===== config.mk =====
export PLATFORM = sky130hd
export DESIGN_NAME = mpl_front
export DESIGN_NICKNAME = d
export VERILOG_FILES = /design/src/design/mpl_pkg.sv /design/src/design/mpl_front.sv
export SDC_FILE = /design/constraint.sdc
export NUM_CORES = 1
export LEC_CHECK = 0
export ABC_AREA = 1
export BUFFER_PORTS_ARGS = -buffer_cell sky130_fd_sc_hd__clkbuf_2
export CAP_MARGIN = 20
export CORE_MARGIN = 5
export CORE_UTILIZATION = 59
export CTS_BUF_LIST = sky130_fd_sc_hd__clkbuf_2
export DETAILED_ROUTE_END_ITERATION = 8
export PLACE_DENSITY = 0.8
export REMOVE_ABC_BUFFERS = 1
export SLEW_MARGIN = 5
export SYNTH_ARGS = -nofsm -noshare
export SYNTH_HDL_FRONTEND = slang
export SYNTH_SLANG_ARGS = --single-unit

===== constraint.sdc =====
create_clock -name clock -period 8.5 [get_ports clock]
set_clock_uncertainty 0.15 [all_clocks]
set_input_delay 0 -clock clock [delete_from_list [all_inputs] [get_ports clock]]
set_output_delay 0 -clock clock [all_outputs]
set_load 0.01 [all_outputs]

===== src/design/mpl_pkg.sv =====
// Shared types, constants and the quarter-wave sine ROM for the moving-panes
// LED color generator. No dependencies.
`default_nettype none
package mpl_pkg;

   localparam int MAX_COORD       = 1024;
   localparam int SINE_TABLE_BITS = 10;
   localparam int QSIZE           = 1 << SINE_TABLE_BITS;

   localparam int COORD_W = 10;
   localparam int SIZE_W  = 11;
   localparam int DVS_W   = 11;   // divisor: width, height or frame rate
   localparam int DVD_W   = 42;   // y * Y_SCALE + h/2 needs 42 bits
   localparam int PDVD_W  = 16;   // x * divisions
   localparam int DIV_STAGES = DVD_W;
   localparam int IDX_W   = SINE_TABLE_BITS + 1;

   localparam logic [31:0] Y_SCALE    = 32'd2734261102;
   localparam logic [31:0] PI4_TURN   = 32'd536598741;
   localparam logic [26:0] TICK_SCALE = 27'd68356528;
   localparam logic [63:0] HALF_PI_Q30 = 64'd1686629713;
   localparam logic [63:0] ONE_Q30     = 64'd1 << 30;

   localparam logic ACT_PIXEL = 1'b0;
   localparam logic ACT_TICK  = 1'b1;

   typedef enum logic [2:0] {
      CSR_DIVISIONS  = 3'd0,
      CSR_SPEED      = 3'd1,
      CSR_FRAME_RATE = 3'd2,
      CSR_COLOR_A    = 3'd3,
      CSR_COLOR_B    = 3'd4
   } csr_index_type;

   localparam logic [5:0]  RST_DIVISIONS  = 6'd4;
   localparam logic [6:0]  RST_SPEED      = 7'd50;
   localparam logic [7:0]  RST_FRAME_RATE = 8'd60;
   localparam logic [23:0] RST_COLOR      = 24'd0;

   typedef struct packed {
      logic [5:0]  divisions;
      logic [6:0]  speed;
      logic [7:0]  frame_rate;
      logic [23:0] color_a;
      logic [23:0] color_b;
   } cfg_type;

   // one word queued between the front and the divider pipeline
   typedef struct packed {
      logic              action;
      logic              reverse;
      logic [DVD_W-1:0]  dvd;
      logic [DVS_W-1:0]  dvs;
      logic [PDVD_W-1:0] pdvd;
      logic [DVS_W-1:0]  pdvs;
   } entry_type;

   typedef struct packed {
      logic              valid;
      logic              action;
      logic              reverse;
      logic [DVS_W-1:0]  rem;
      logic [DVD_W-1:0]  dq;
      logic [DVS_W-1:0]  dvs;
      logic [DVS_W-1:0]  prem;
      logic [PDVD_W-1:0] pdq;
      logic [DVS_W-1:0]  pdvs;
   } div_stage_type;

   typedef struct packed {
      logic [1:0] count;
   } front_status_type;

   typedef logic [15:0] sine_rom_type [0:QSIZE];

   function automatic sine_rom_type build_sine();
      sine_rom_type rom;
      logic [63:0] x, x2, t, v;
      for (int i = 0; i <= QSIZE; i++) begin
         x  = (64'(i) * HALF_PI_Q30) / QSIZE;
         x2 = (x * x) >> 30;
         t  = ONE_Q30 - x2 / 110;
         t  = ONE_Q30 - ((x2 * t) >> 30) / 72;
         t  = ONE_Q30 - ((x2 * t) >> 30) / 42;
         t  = ONE_Q30 - ((x2 * t) >> 30) / 20;
         t  = ONE_Q30 - ((x2 * t) >> 30) / 6;
         v  = (x * t) >> 30;
         v  = (v * 64'd65535 + (64'd1 << 29)) >> 30;
         if (v > 64'd65535) v = 64'd65535;
         rom[i] = v[15:0];
      end
      return rom;
   endfunction

   localparam sine_rom_type SINE_ROM = build_sine();

endpackage
`default_nettype wire


===== src/design/mpl_front.sv =====
// Front end: clamps geometry, forms dividends and divisors, and queues words
// for the divider pipeline in a two-entry queue. Depends on mpl_pkg.
`default_nettype none
module mpl_front (
   input  wire logic                        clock,
   input  wire logic                        reset,
   input  wire mpl_pkg::cfg_type            cfg,
   input  wire logic                        req_valid,
   output logic                             req_ready,
   input  wire logic                        req_action,
   input  wire logic [mpl_pkg::COORD_W-1:0] req_x_pos,
   input  wire logic [mpl_pkg::COORD_W-1:0] req_y_pos,
   input  wire logic [mpl_pkg::SIZE_W-1:0]  req_width,
   input  wire logic [mpl_pkg::SIZE_W-1:0]  req_height,
   input  wire logic                        req_reverse,
   input  wire logic                        pop,
   output logic                             head_valid,
   output mpl_pkg::entry_type               head,
   output mpl_pkg::front_status_type        status
);
   localparam logic [mpl_pkg::SIZE_W-1:0] MAXC = mpl_pkg::SIZE_W'(mpl_pkg::MAX_COORD);

   mpl_pkg::entry_type q_ff [0:1];
   logic       wptr_ff, rptr_ff;
   logic [1:0] count_ff;
   mpl_pkg::entry_type word;
   logic [mpl_pkg::SIZE_W-1:0] wc, hc;
   logic [7:0] fr;
   logic push, do_pop;

   always_comb begin
      wc = (req_width == '0) ? mpl_pkg::SIZE_W'(1) : (req_width > MAXC) ? MAXC : req_width;
      hc = (req_height == '0) ? mpl_pkg::SIZE_W'(1) : (req_height > MAXC) ? MAXC : req_height;
      fr = (cfg.frame_rate == 8'd0) ? 8'd1 : cfg.frame_rate;
      word.action  = req_action;
      word.reverse = req_reverse;
      word.pdvd    = mpl_pkg::PDVD_W'(req_x_pos) * mpl_pkg::PDVD_W'(cfg.divisions);
      word.pdvs    = wc;
      if (req_action == mpl_pkg::ACT_TICK) begin
         word.dvd = mpl_pkg::DVD_W'(cfg.speed) * mpl_pkg::DVD_W'(mpl_pkg::TICK_SCALE)
                  + mpl_pkg::DVD_W'(fr >> 1);
         word.dvs = mpl_pkg::DVS_W'(fr);
      end else begin
         word.dvd = mpl_pkg::DVD_W'(req_y_pos) * mpl_pkg::DVD_W'(mpl_pkg::Y_SCALE)
                  + mpl_pkg::DVD_W'(hc >> 1);
         word.dvs = hc;
      end
   end

   assign req_ready    = (count_ff != 2'd2);
   assign push         = req_valid && req_ready;
   assign head_valid   = (count_ff != 2'd0);
   assign do_pop       = pop && head_valid;
   assign head         = q_ff[rptr_ff];
   assign status.count = count_ff;

   always_ff @(posedge clock) begin
      if (push) q_ff[wptr_ff] <= word;
   end

   always_ff @(posedge clock) begin
      if (reset) begin
         wptr_ff  <= 1'b0;
         rptr_ff  <= 1'b0;
         count_ff <= 2'd0;
      end else begin
         if (push) wptr_ff <= ~wptr_ff;
         if (do_pop) rptr_ff <= ~rptr_ff;
         count_ff <= count_ff + 2'(push) - 2'(do_pop);
      end
   end
endmodule
`default_nettype wire


==> results.txt <==
CTS tree = done
CP Launch Type = input port
Cell variety after synth = 52
First-pass GRT wire length = 87,800 µm
Worst-path clk slew = 0.33 ns
Final Wtd Congestion = 0.954
Core Box Area = 32,600 µm²
Initial antenna violation count = 2
Pwr dens = 344 nW/µm²
Final setup violation count = 0
Yosys warning total = 0
Placed Area = 20,800 µm²
Critical path's top delay family = buffers and inverters
Count of max-cap constraint violations = 0
Initial DRC Count = 1,207
Nature of the critical path endpoint = flop
Final HPWL DP = 42,900 µm
Slew headroom = 0.375
Max Buffers Root-to-Sink = 2
Post-Route Setup TNS = 0 ns
H-tree depth = 4
CTS sink count = 167
Post-CTS setup buffer count = 0
Slowest cell delay on critical path = 0.57 ns
IO Count = 203
HP Class = in2reg
Arr. time, crit path = 6.20 ns
Fillers = 2,645
Cts-stage hold buffer count = 112
Vias in the first global route = 17.6k
Commonest non-fill, non-tap cell in the layout = nand2_1
Die Area = 36,800 µm²
Clk_lat worst skew = 0.81 ns
CTS buffer count = 17
Post-route ant nets = 0
Nets = 3,198
EDFF count, synth = 162
Final Util = 0.680
Root buffer cell = clkbuf_2
Area Overhead vs Synth = 13.5%
Power Total = 0.00763 W
Die width = 192 µm
Drt first pass iters = 6
Peak supply drop = 0.187 mV
Largest net degree at the start of global routing = 58
Fmax = 173 MHz
Gr usage total = 0.302
Flops & latches, synth = 167
Final Hold Fails = 0
Fraction of registers with async set/reset = 0
Site Rows = 66
Total grt overflow = 0
Slowest stage cell, crit path = dlygate4sd3_1
Period utilization = 0.681
Setup CP Type = in2reg
Routed WL per cell = 17.1 µm
CP max FO = 7
Seq/Total Area, Yosys = 0.254
Minimum clock period = 5.78 ns
Syn_area_per_cell = 7.90 µm²
Die Height = 192 µm
R2R Setup Slk = 5.67 ns
Final Cell Area = 22,200 µm²
Synth Flop Type = edfxtp_1
Cts repair resizes = 0
Routed vias = 17.2k
Commonest cells after routing, fill and taps aside = nand2_1, inv_1, ha_1, nor2_1, clkbuf_2
Final WL = 54,600 µm
Initial Util = 0.598
Gate Count Post-Synth = 2,471
RSZ-0062 raised after global routing = no
Post-detailed-route via-to-cell ratio = 5.39
Worst-Margin Slew = 0.935 ns
LEAKAGE = 11.6 nW
CP most frequent cell = nand2_1
Critical path required time = 8.91 ns
Post-place setup slack = 2.26 ns
Number of port buffers = 154
Share of cells above drive strength 1 = 0.139
Residual DRC count = 0
Pins Over Slew Limit = 0
Final setup margin = 2.72 ns
Status = finished clean
Cell Area, Synth = 19,500 µm²
Worst path buffer plus inverter count = 9
flip-flops by register name, summed over array words and instances (netlist names), named ones only:
register  cells
q_ff        162
rptr_ff       1
status        2
wptr_ff       1
tightest hold or removal path, delay by kind of cell:
family	cells	cell delay, ns
buffers and inverters	3	0.70
AND/OR/NAND/NOR	3	0.25
metrics by stage:
step	hold slack, ns	std cells
after floorplan	-0.0809	2442
after global placement	0.0443	3043
after detailed placement	0.0634	3043
after CTS	0.0322	3187
after global routing	0.0311	3189
final	0.0869	3189
layer usage:
metal	vias to the layer above	share of wire	GRT usage
li1	8367	-	-
met1	8066	0.39	0.356
met2	593	0.51	0.551
met3	178	0.040	0.0256
met4	0	0.052	0.150
met5	-	0	0
synthesized netlist by cell type, types with 5 or more instances:
cell / n / area share
o21bai_1: 9 / 0.0035
nand3b_1: 7 / 0.0027
inv_1: 499 / 0.096
ha_1: 219 / 0.14
dfxtp_1: 5 / 0.0051
nor2_4: 7 / 0.0040
nor2_1: 191 / 0.037
xnor2_1: 9 / 0.0040
nor2_2: 26 / 0.0083
nand3_1: 133 / 0.034
a31oi_1: 6 / 0.0019
fa_1: 130 / 0.13
nor3_1: 11 / 0.0028
clkbuf_1: 24 / 0.0046
mux2_2: 81 / 0.047
nand4_1: 27 / 0.0087
xor2_1: 28 / 0.013
nand2_1: 667 / 0.13
or2_2: 8 / 0.0026
o21ai_1: 5 / 0.0013
a21oi_1: 68 / 0.017
nand3_2: 11 / 0.0056
o21ai_0: 49 / 0.013
nand2_2: 29 / 0.0093
edfxtp_1: 162 / 0.25
nor4_1: 7 / 0.0022
final timing paths:
kind | startpoint | endpoint | cells after the start
worst max-delay path | cfg[61] | q_ff[0][70] | 31
worst min-delay path | req_height[3] | q_ff[0][30] | 6
worst max register to register | status[0] | q_ff[1][20] | 5
worst min register to register | rptr_ff | flop | 2
cell type report:
| cell class | instances | area [µm²] | area share |
|---|---|---|---|
| Inverter | 504 | 1890 | 0.0853 |
| Tap cell | 442 | 553 | 0.0249 |
| Sequential cell | 167 | 4970 | 0.224 |
| Timing Repair Buffer | 271 | 1930 | 0.0870 |
| Clock buffer | 17 | 85.1 | 0.00384 |
| Antenna cell | 2 | 5.00 | 0.000226 |
| Multi-Input combinational cell | 1771 | 12600 | 0.566 |
| Clock inverter | 15 | 178 | 0.00802 |
where the power goes:
part	total [W]	internal [W]	switching [W]
combinational	0.00580	0.00198	0.00382
sequential	0.00135	0.00127	0.0000781
clock	0.000475	0.000148	0.000327
kinds of logic (layout without fill, tap and decap cells):
| family | Yosys count | after routing | synth area share |
|---|---|---|---|
| AOI/OAI and AO/OA | 159 | 159 | 0.0458 |
| xor gates and xnor gates | 42 | 42 | 0.0208 |
| adders and majority gates | 349 | 349 | 0.274 |
| buffers and inverters | 533 | 807 | 0.103 |
| DFF | 167 | 167 | 0.254 |
| muxes | 81 | 81 | 0.0467 |
| other | 0 | 2 | 0 |
| and+or+nand+nor | 1140 | 1140 | 0.255 |
Power figures use the tool's default switching activity.
