===== src/design/mpl_pkg.sv =====
// Shared types, constants and the quarter-wave sine ROM for the moving-panes
// LED color generator. No dependencies.
`default_nettype none
package mpl_pkg;

   localparam int MAX_COORD       = 1024;
   localparam int SINE_TABLE_BITS = 10;
   localparam int QSIZE           = 1 << SINE_TABLE_BITS;

   localparam int COORD_W = 10;
   localparam int SIZE_W  = 11;
   localparam int DVS_W   = 11;   // divisor: width, height or frame rate
   localparam int DVD_W   = 42;   // y * Y_SCALE + h/2 needs 42 bits
   localparam int PDVD_W  = 16;   // x * divisions
   localparam int DIV_STAGES = DVD_W;
   localparam int IDX_W   = SINE_TABLE_BITS + 1;

   localparam logic [31:0] Y_SCALE    = 32'd2734261102;
   localparam logic [31:0] PI4_TURN   = 32'd536598741;
   localparam logic [26:0] TICK_SCALE = 27'd68356528;
   localparam logic [63:0] HALF_PI_Q30 = 64'd1686629713;
   localparam logic [63:0] ONE_Q30     = 64'd1 << 30;

   localparam logic ACT_PIXEL = 1'b0;
   localparam logic ACT_TICK  = 1'b1;

   typedef enum logic [2:0] {
      CSR_DIVISIONS  = 3'd0,
      CSR_SPEED      = 3'd1,
      CSR_FRAME_RATE = 3'd2,
      CSR_COLOR_A    = 3'd3,
      CSR_COLOR_B    = 3'd4
   } csr_index_type;

   localparam logic [5:0]  RST_DIVISIONS  = 6'd4;
   localparam logic [6:0]  RST_SPEED      = 7'd50;
   localparam logic [7:0]  RST_FRAME_RATE = 8'd60;
   localparam logic [23:0] RST_COLOR      = 24'd0;

   typedef struct packed {
      logic [5:0]  divisions;
      logic [6:0]  speed;
      logic [7:0]  frame_rate;
      logic [23:0] color_a;
      logic [23:0] color_b;
   } cfg_type;

   // one word queued between the front and the divider pipeline
   typedef struct packed {
      logic              action;
      logic              reverse;
      logic [DVD_W-1:0]  dvd;
      logic [DVS_W-1:0]  dvs;
      logic [PDVD_W-1:0] pdvd;
      logic [DVS_W-1:0]  pdvs;
   } entry_type;

   typedef struct packed {
      logic              valid;
      logic              action;
      logic              reverse;
      logic [DVS_W-1:0]  rem;
      logic [DVD_W-1:0]  dq;
      logic [DVS_W-1:0]  dvs;
      logic [DVS_W-1:0]  prem;
      logic [PDVD_W-1:0] pdq;
      logic [DVS_W-1:0]  pdvs;
   } div_stage_type;

   typedef struct packed {
      logic [1:0] count;
   } front_status_type;

   typedef logic [15:0] sine_rom_type [0:QSIZE];

   function automatic sine_rom_type build_sine();
      sine_rom_type rom;
      logic [63:0] x, x2, t, v;
      for (int i = 0; i <= QSIZE; i++) begin
         x  = (64'(i) * HALF_PI_Q30) / QSIZE;
         x2 = (x * x) >> 30;
         t  = ONE_Q30 - x2 / 110;
         t  = ONE_Q30 - ((x2 * t) >> 30) / 72;
         t  = ONE_Q30 - ((x2 * t) >> 30) / 42;
         t  = ONE_Q30 - ((x2 * t) >> 30) / 20;
         t  = ONE_Q30 - ((x2 * t) >> 30) / 6;
         v  = (x * t) >> 30;
         v  = (v * 64'd65535 + (64'd1 << 29)) >> 30;
         if (v > 64'd65535) v = 64'd65535;
         rom[i] = v[15:0];
      end
      return rom;
   endfunction

   localparam sine_rom_type SINE_ROM = build_sine();

endpackage
`default_nettype wire


===== src/design/mpl_div.sv =====
// Divider pipeline: one restoring quotient bit per stage for the angle or
// tick step, and for the pane index in the first stages. Depends on mpl_pkg.
`default_nettype none
module mpl_div (
   input  wire logic                 clock,
   input  wire logic                 reset,
   input  wire logic                 advance,
   input  wire logic                 in_valid,
   input  wire mpl_pkg::entry_type   in_word,
   output mpl_pkg::div_stage_type    out_stage
);
   mpl_pkg::div_stage_type stg_ff [0:mpl_pkg::DIV_STAGES-1];
   mpl_pkg::div_stage_type first;

   function automatic mpl_pkg::div_stage_type div_step(mpl_pkg::div_stage_type cur,
                                                       logic pane_on);
      mpl_pkg::div_stage_type nxt;
      logic [mpl_pkg::DVS_W:0] t, pt;
      nxt = cur;
      t = {cur.rem, cur.dq[mpl_pkg::DVD_W-1]};
      if (t >= {1'b0, cur.dvs}) begin
         nxt.rem = mpl_pkg::DVS_W'(t - {1'b0, cur.dvs});
         nxt.dq  = {cur.dq[mpl_pkg::DVD_W-2:0], 1'b1};
      end else begin
         nxt.rem = t[mpl_pkg::DVS_W-1:0];
         nxt.dq  = {cur.dq[mpl_pkg::DVD_W-2:0], 1'b0};
      end
      pt = {cur.prem, cur.pdq[mpl_pkg::PDVD_W-1]};
      if (pane_on) begin
         if (pt >= {1'b0, cur.pdvs}) begin
            nxt.prem = mpl_pkg::DVS_W'(pt - {1'b0, cur.pdvs});
            nxt.pdq  = {cur.pdq[mpl_pkg::PDVD_W-2:0], 1'b1};
         end else begin
            nxt.prem = pt[mpl_pkg::DVS_W-1:0];
            nxt.pdq  = {cur.pdq[mpl_pkg::PDVD_W-2:0], 1'b0};
         end
      end
      return nxt;
   endfunction

   always_comb begin
      first.valid   = in_valid;
      first.action  = in_word.action;
      first.reverse = in_word.reverse;
      first.rem     = '0;
      first.dq      = in_word.dvd;
      first.dvs     = in_word.dvs;
      first.prem    = '0;
      first.pdq     = in_word.pdvd;
      first.pdvs    = in_word.pdvs;
   end

   for (genvar g = 0; g < mpl_pkg::DIV_STAGES; g++) begin : g_stage
      mpl_pkg::div_stage_type cur;
      if (g == 0) begin : g_head
         assign cur = first;
      end else begin : g_body
         assign cur = stg_ff[g-1];
      end
      always_ff @(posedge clock) begin
         if (reset) begin
            stg_ff[g].valid <= 1'b0;
         end else if (advance) begin
            stg_ff[g] <= div_step(cur, (g < mpl_pkg::PDVD_W));
         end
      end
   end

   assign out_stage = stg_ff[mpl_pkg::DIV_STAGES-1];
endmodule
`default_nettype wire


===== config.mk =====
export PLATFORM = sky130hd
export DESIGN_NAME = mpl_div
export DESIGN_NICKNAME = d
export VERILOG_FILES = /design/src/design/mpl_pkg.sv /design/src/design/mpl_div.sv
export SDC_FILE = /design/constraint.sdc
export NUM_CORES = 2
export LEC_CHECK = 0
export BUFFER_PORTS_ARGS = -buffer_cell sky130_fd_sc_hd__buf_2
export CAP_MARGIN = 15
export CELL_PAD_IN_SITES_DETAIL_PLACEMENT = 1
export CELL_PAD_IN_SITES_GLOBAL_PLACEMENT = 2
export CORE_UTILIZATION = 44
export DETAILED_ROUTE_END_ITERATION = 16
export PLACE_DENSITY_LB_ADDON = 0.1
export SYNTH_ARGS = -nofsm -noshare
export SYNTH_HDL_FRONTEND = slang
export SYNTH_MEMORY_MAX_BITS = 65536
export SYNTH_SLANG_ARGS = --single-unit

===== constraint.sdc =====
create_clock -name clock -period 155 [get_ports clock]
set_input_delay 31 -clock clock [delete_from_list [all_inputs] [get_ports clock]]
set_output_delay 31 -clock clock [all_outputs]
set_load 0.02 [all_outputs]

==> summary.md <==
| Metric | Value |
|---|---|
| Outcome | `complete, no violations` |
| Fraction of layout cells with a size suffix above 1 | `between 10% and 20%` |
| CP max FO | `86` |
| Resize count post-CTS | `0` |
| DRC | `0` |
| Clock buffer depth | `4` |
| Leak | `around 0.07 µW` |
| Synth top area cells | `edfxtp_1, ha_1, mux2_1` |
| Period utilization | `around a quarter` |
| Post-CTS Setup Repair Bufs | `0` |
| Die H | `623 µm` |
| Number of synthesized register bits | `around 4,400` |
| Synth Area in Compound Gates | `between 5 and 6%` |
| Final Wtd Congestion | `about 0.81` |
| Worst EP required | `approximately 160,000 ps` |
| EDFF count, synth | `4,410` |
| Die Wd | `approximately 620 µm` |
| CORE AREA | `around 380,000 µm²` |
| Clock network power share | `roughly 40%` |
| Most frequent cells in the layout | `edfxtp_1, inv_1, ha_1` |
| Comb power frac | `just over 8%` |
| Skew-Pair Late Insertion Delay | `approximately 970 ps` |
| P per Cell Area | `~14 nW/µm²` |
| Layout area overhead | `13.2%` |
| Nature of the critical path startpoint | `input port` |
| RSZ-0062 raised after global routing | `false` |
| Area of the mapped netlist | `roughly 170,000 µm²` |
| Clk sinks | `roughly 4,400` |
| Vias in the first global route | `83,400` |
| Max reg flops | `between 4,000 and 5,000` |
| Worst min path class | `reg -> reg` |
| Post-synthesis mux area share | `between 4 and 5%` |
| I/O Buffers | `190` |
| Arrival time at the worst endpoint | `approximately 38,000 ps` |
| Max IR drop VDD | `about 0.01 mV` |
| Dominant synthesized flop cell | `edfxtp_1` |
| Worst setup EP type | `flop` |
| Internal Pwr Total | `~2100 µW` |
| Initial antenna violation count | `6` |
| Worst slew margin | `roughly a quarter` |
| Starting DRT DRC Count | `a little under 4,000` |
| Clock root cell | `clkbuf_16` |
| Largest net degree at the start of global routing | `208` |
| Largest family of logic cells by synthesized area | `adder cells` |
| Starting Density | `around 44%` |
| Reg power frac | `between 50% and 60%` |
| CTS hold repair buffers | `0` |
| # rows | `approximately 230` |
| Global-route wire length before repair | `~450,000 µm` |
| Largest registers | `stg_ff (4410)` |
| Die ar. | `between 300,000 and 400,000 µm²` |
| Detail Placement HPWL | `roughly 180,000 µm` |
| Worst Skew | `53.7 ps` |
| Syn_area_per_cell | `about 18 µm²` |
| Most common cell after layout, fill and taps aside | `edfxtp_1` |
| CP Class | `in -> reg` |
| Max Cap Viol | `0` |
| Ports | `around 190` |
| Setup TNS Final | `0 ps` |
| Num CTS Buffers | `approximately 450` |
| DR WL/cell | `approximately 18 µm` |
| # setup viols final | `0` |
| Via/cell ratio | `4.99` |
| Fmax | `about 27 MHz` |
| Final Hold Viols | `0` |
| Initial DRT Pass Iterations | `5` |
| Switching portion of total power | `22.1%` |
| Final nets | `~11,000` |
| Post-synthesis sequential area ratio | `approximately 80%` |
| Synth cell types | `70` |
| Synth Net Count | `10,300` |
| Final Max Slew Viols | `0` |
| Synth top area share | `77.9%` |
| Synth Instances | `between 9,000 and 10,000` |
| CTS tree | `yes` |
| Total gr overflow | `0` |
| Tightest Pin Transition | `about 1100 ps` |
| Tmin final | `between 30,000 and 40,000 ps` |
| Via count | `between 70,000 and 80,000` |
| Psw | `roughly 600 µW` |
| Area share of and/or/nand/nor cells after synthesis | `under 10%` |
| CTS H-tree depth | `5` |
| Design area | `a little under 200,000 µm²` |
| Biggest register | `stg_ff` |
| Total Wirelength | `278,000 µm` |
| Post-Synth XOR/XNOR Area | `1.88%` |
| Global-route usage over all layers | `between 10% and 20%` |
| FFs w/ async S/R, synth | `0%` |
| Adder-cell share of the synthesized area | `roughly 5.2%` |
| Post-DRT Antenna Nets | `0` |
| Synth area leader | `edfxtp_1` |
| Post-DP Area | `~180,000 µm²` |
| CTS clk-pin slew, worst paths | `around 60 ps` |
| Yosys warns | `0` |
-- final timing paths --
path | start | to | slack [ps] | depth (start not counted)
hold reg to reg | stg_ff[0][1377] | stg_ff[0][1483] | 370 | 0
hold / removal | stg_ff[0][1377] | stg_ff[0][1483] | 370 | 0
setup / recovery | reset | stg_ff[0][190] | 118050 | 9
setup reg to reg | stg_ff[0][248] | stg_ff[0][416] | 151590 | 9
-- cell families after synthesis --
kind of cell / count (synthesis)
simple gates: 1249
compound gates: 1384
xor+xnor: 364
buf+inv: 866
flops: 4410
fa+ha+maj: 676
mux: 611
-- synth_stat cells (all sizes together) (5+ instances only) --
cell type and instances:
a21o 115, fa 56, a21boi 8, and3 36
or3 27, nand3b 73, o41ai 8, nor3 42
a22o 18, buf 58, a211oi 34, xor2 79
nor4bb 9, a41o 55, nand2 406, o311ai 34
clkbuf 9, nand4 41, nand3 71, and2 50
a21oi 486, mux2 487, nor2 313, xnor2 285
or2 10, ha 620, and2b 5, a31oi 41
inv 799, a31o 12, mux2i 124, a311o 13
o31ai 29, o21bai 31, edfxtp 4410, nand2b 56
o211ai 105, o21a 26, o21ai 343, nor2b 99
-- cell type report --
class,instances,area (µm²)
clock inverter,304,3180
multi-input combinational,4284,33900
fill,35200,191000
sequential,4410,132000
inverter,799,3000
timing repair buffer,291,1830
tap,5038,6300
antenna,3,7.51
clock buffer,533,11700
-- power by group through the flow --
stage	Combinational, µW	Clock, µW	Sequential, µW
after floorplan	168	0	1570
after global placement	212	0	1430
after detailed placement	220	0	1430
after CTS	222	1120	1410
after global routing	245	1150	1410
final	218	1070	1410
-- per-stage QoR --
stage / total power (µW) / hold slack (ps) / utilization [%] / cells / worst slack, ps
global route: 2810 / 367 / 50.2 / 15700 / 117470
finish: 2700 / 370 / 50.2 / 15700 / 118050
global placement: 1640 / 400 / 46.3 / 14800 / 117230
detailed placement: 1650 / 405 / 46.3 / 14800 / 116890
CTS: 2750 / 348 / 50.2 / 15700 / 117990
floorplan: 1740 / 400 / - / 9560 / 66540
-- routing by layer --
layer | GRT usage (%) | share of wire [%]
met4 | 4.35 | 2.8
met1 | 18.2 | 44
met3 | 2.02 | 3.1
met2 | 24.8 | 50
met5 | 0 | 0
-- worst max-delay path, cell delays in order --
cell,delay [ps]
buf_2,120
nor2b_4,540
buf_4,770
buf_4,620
buf_4,780
buf_4,780
buf_4,790
buf_4,880
buf_4,940
Note: power is estimated with default switching activity, not from simulation.
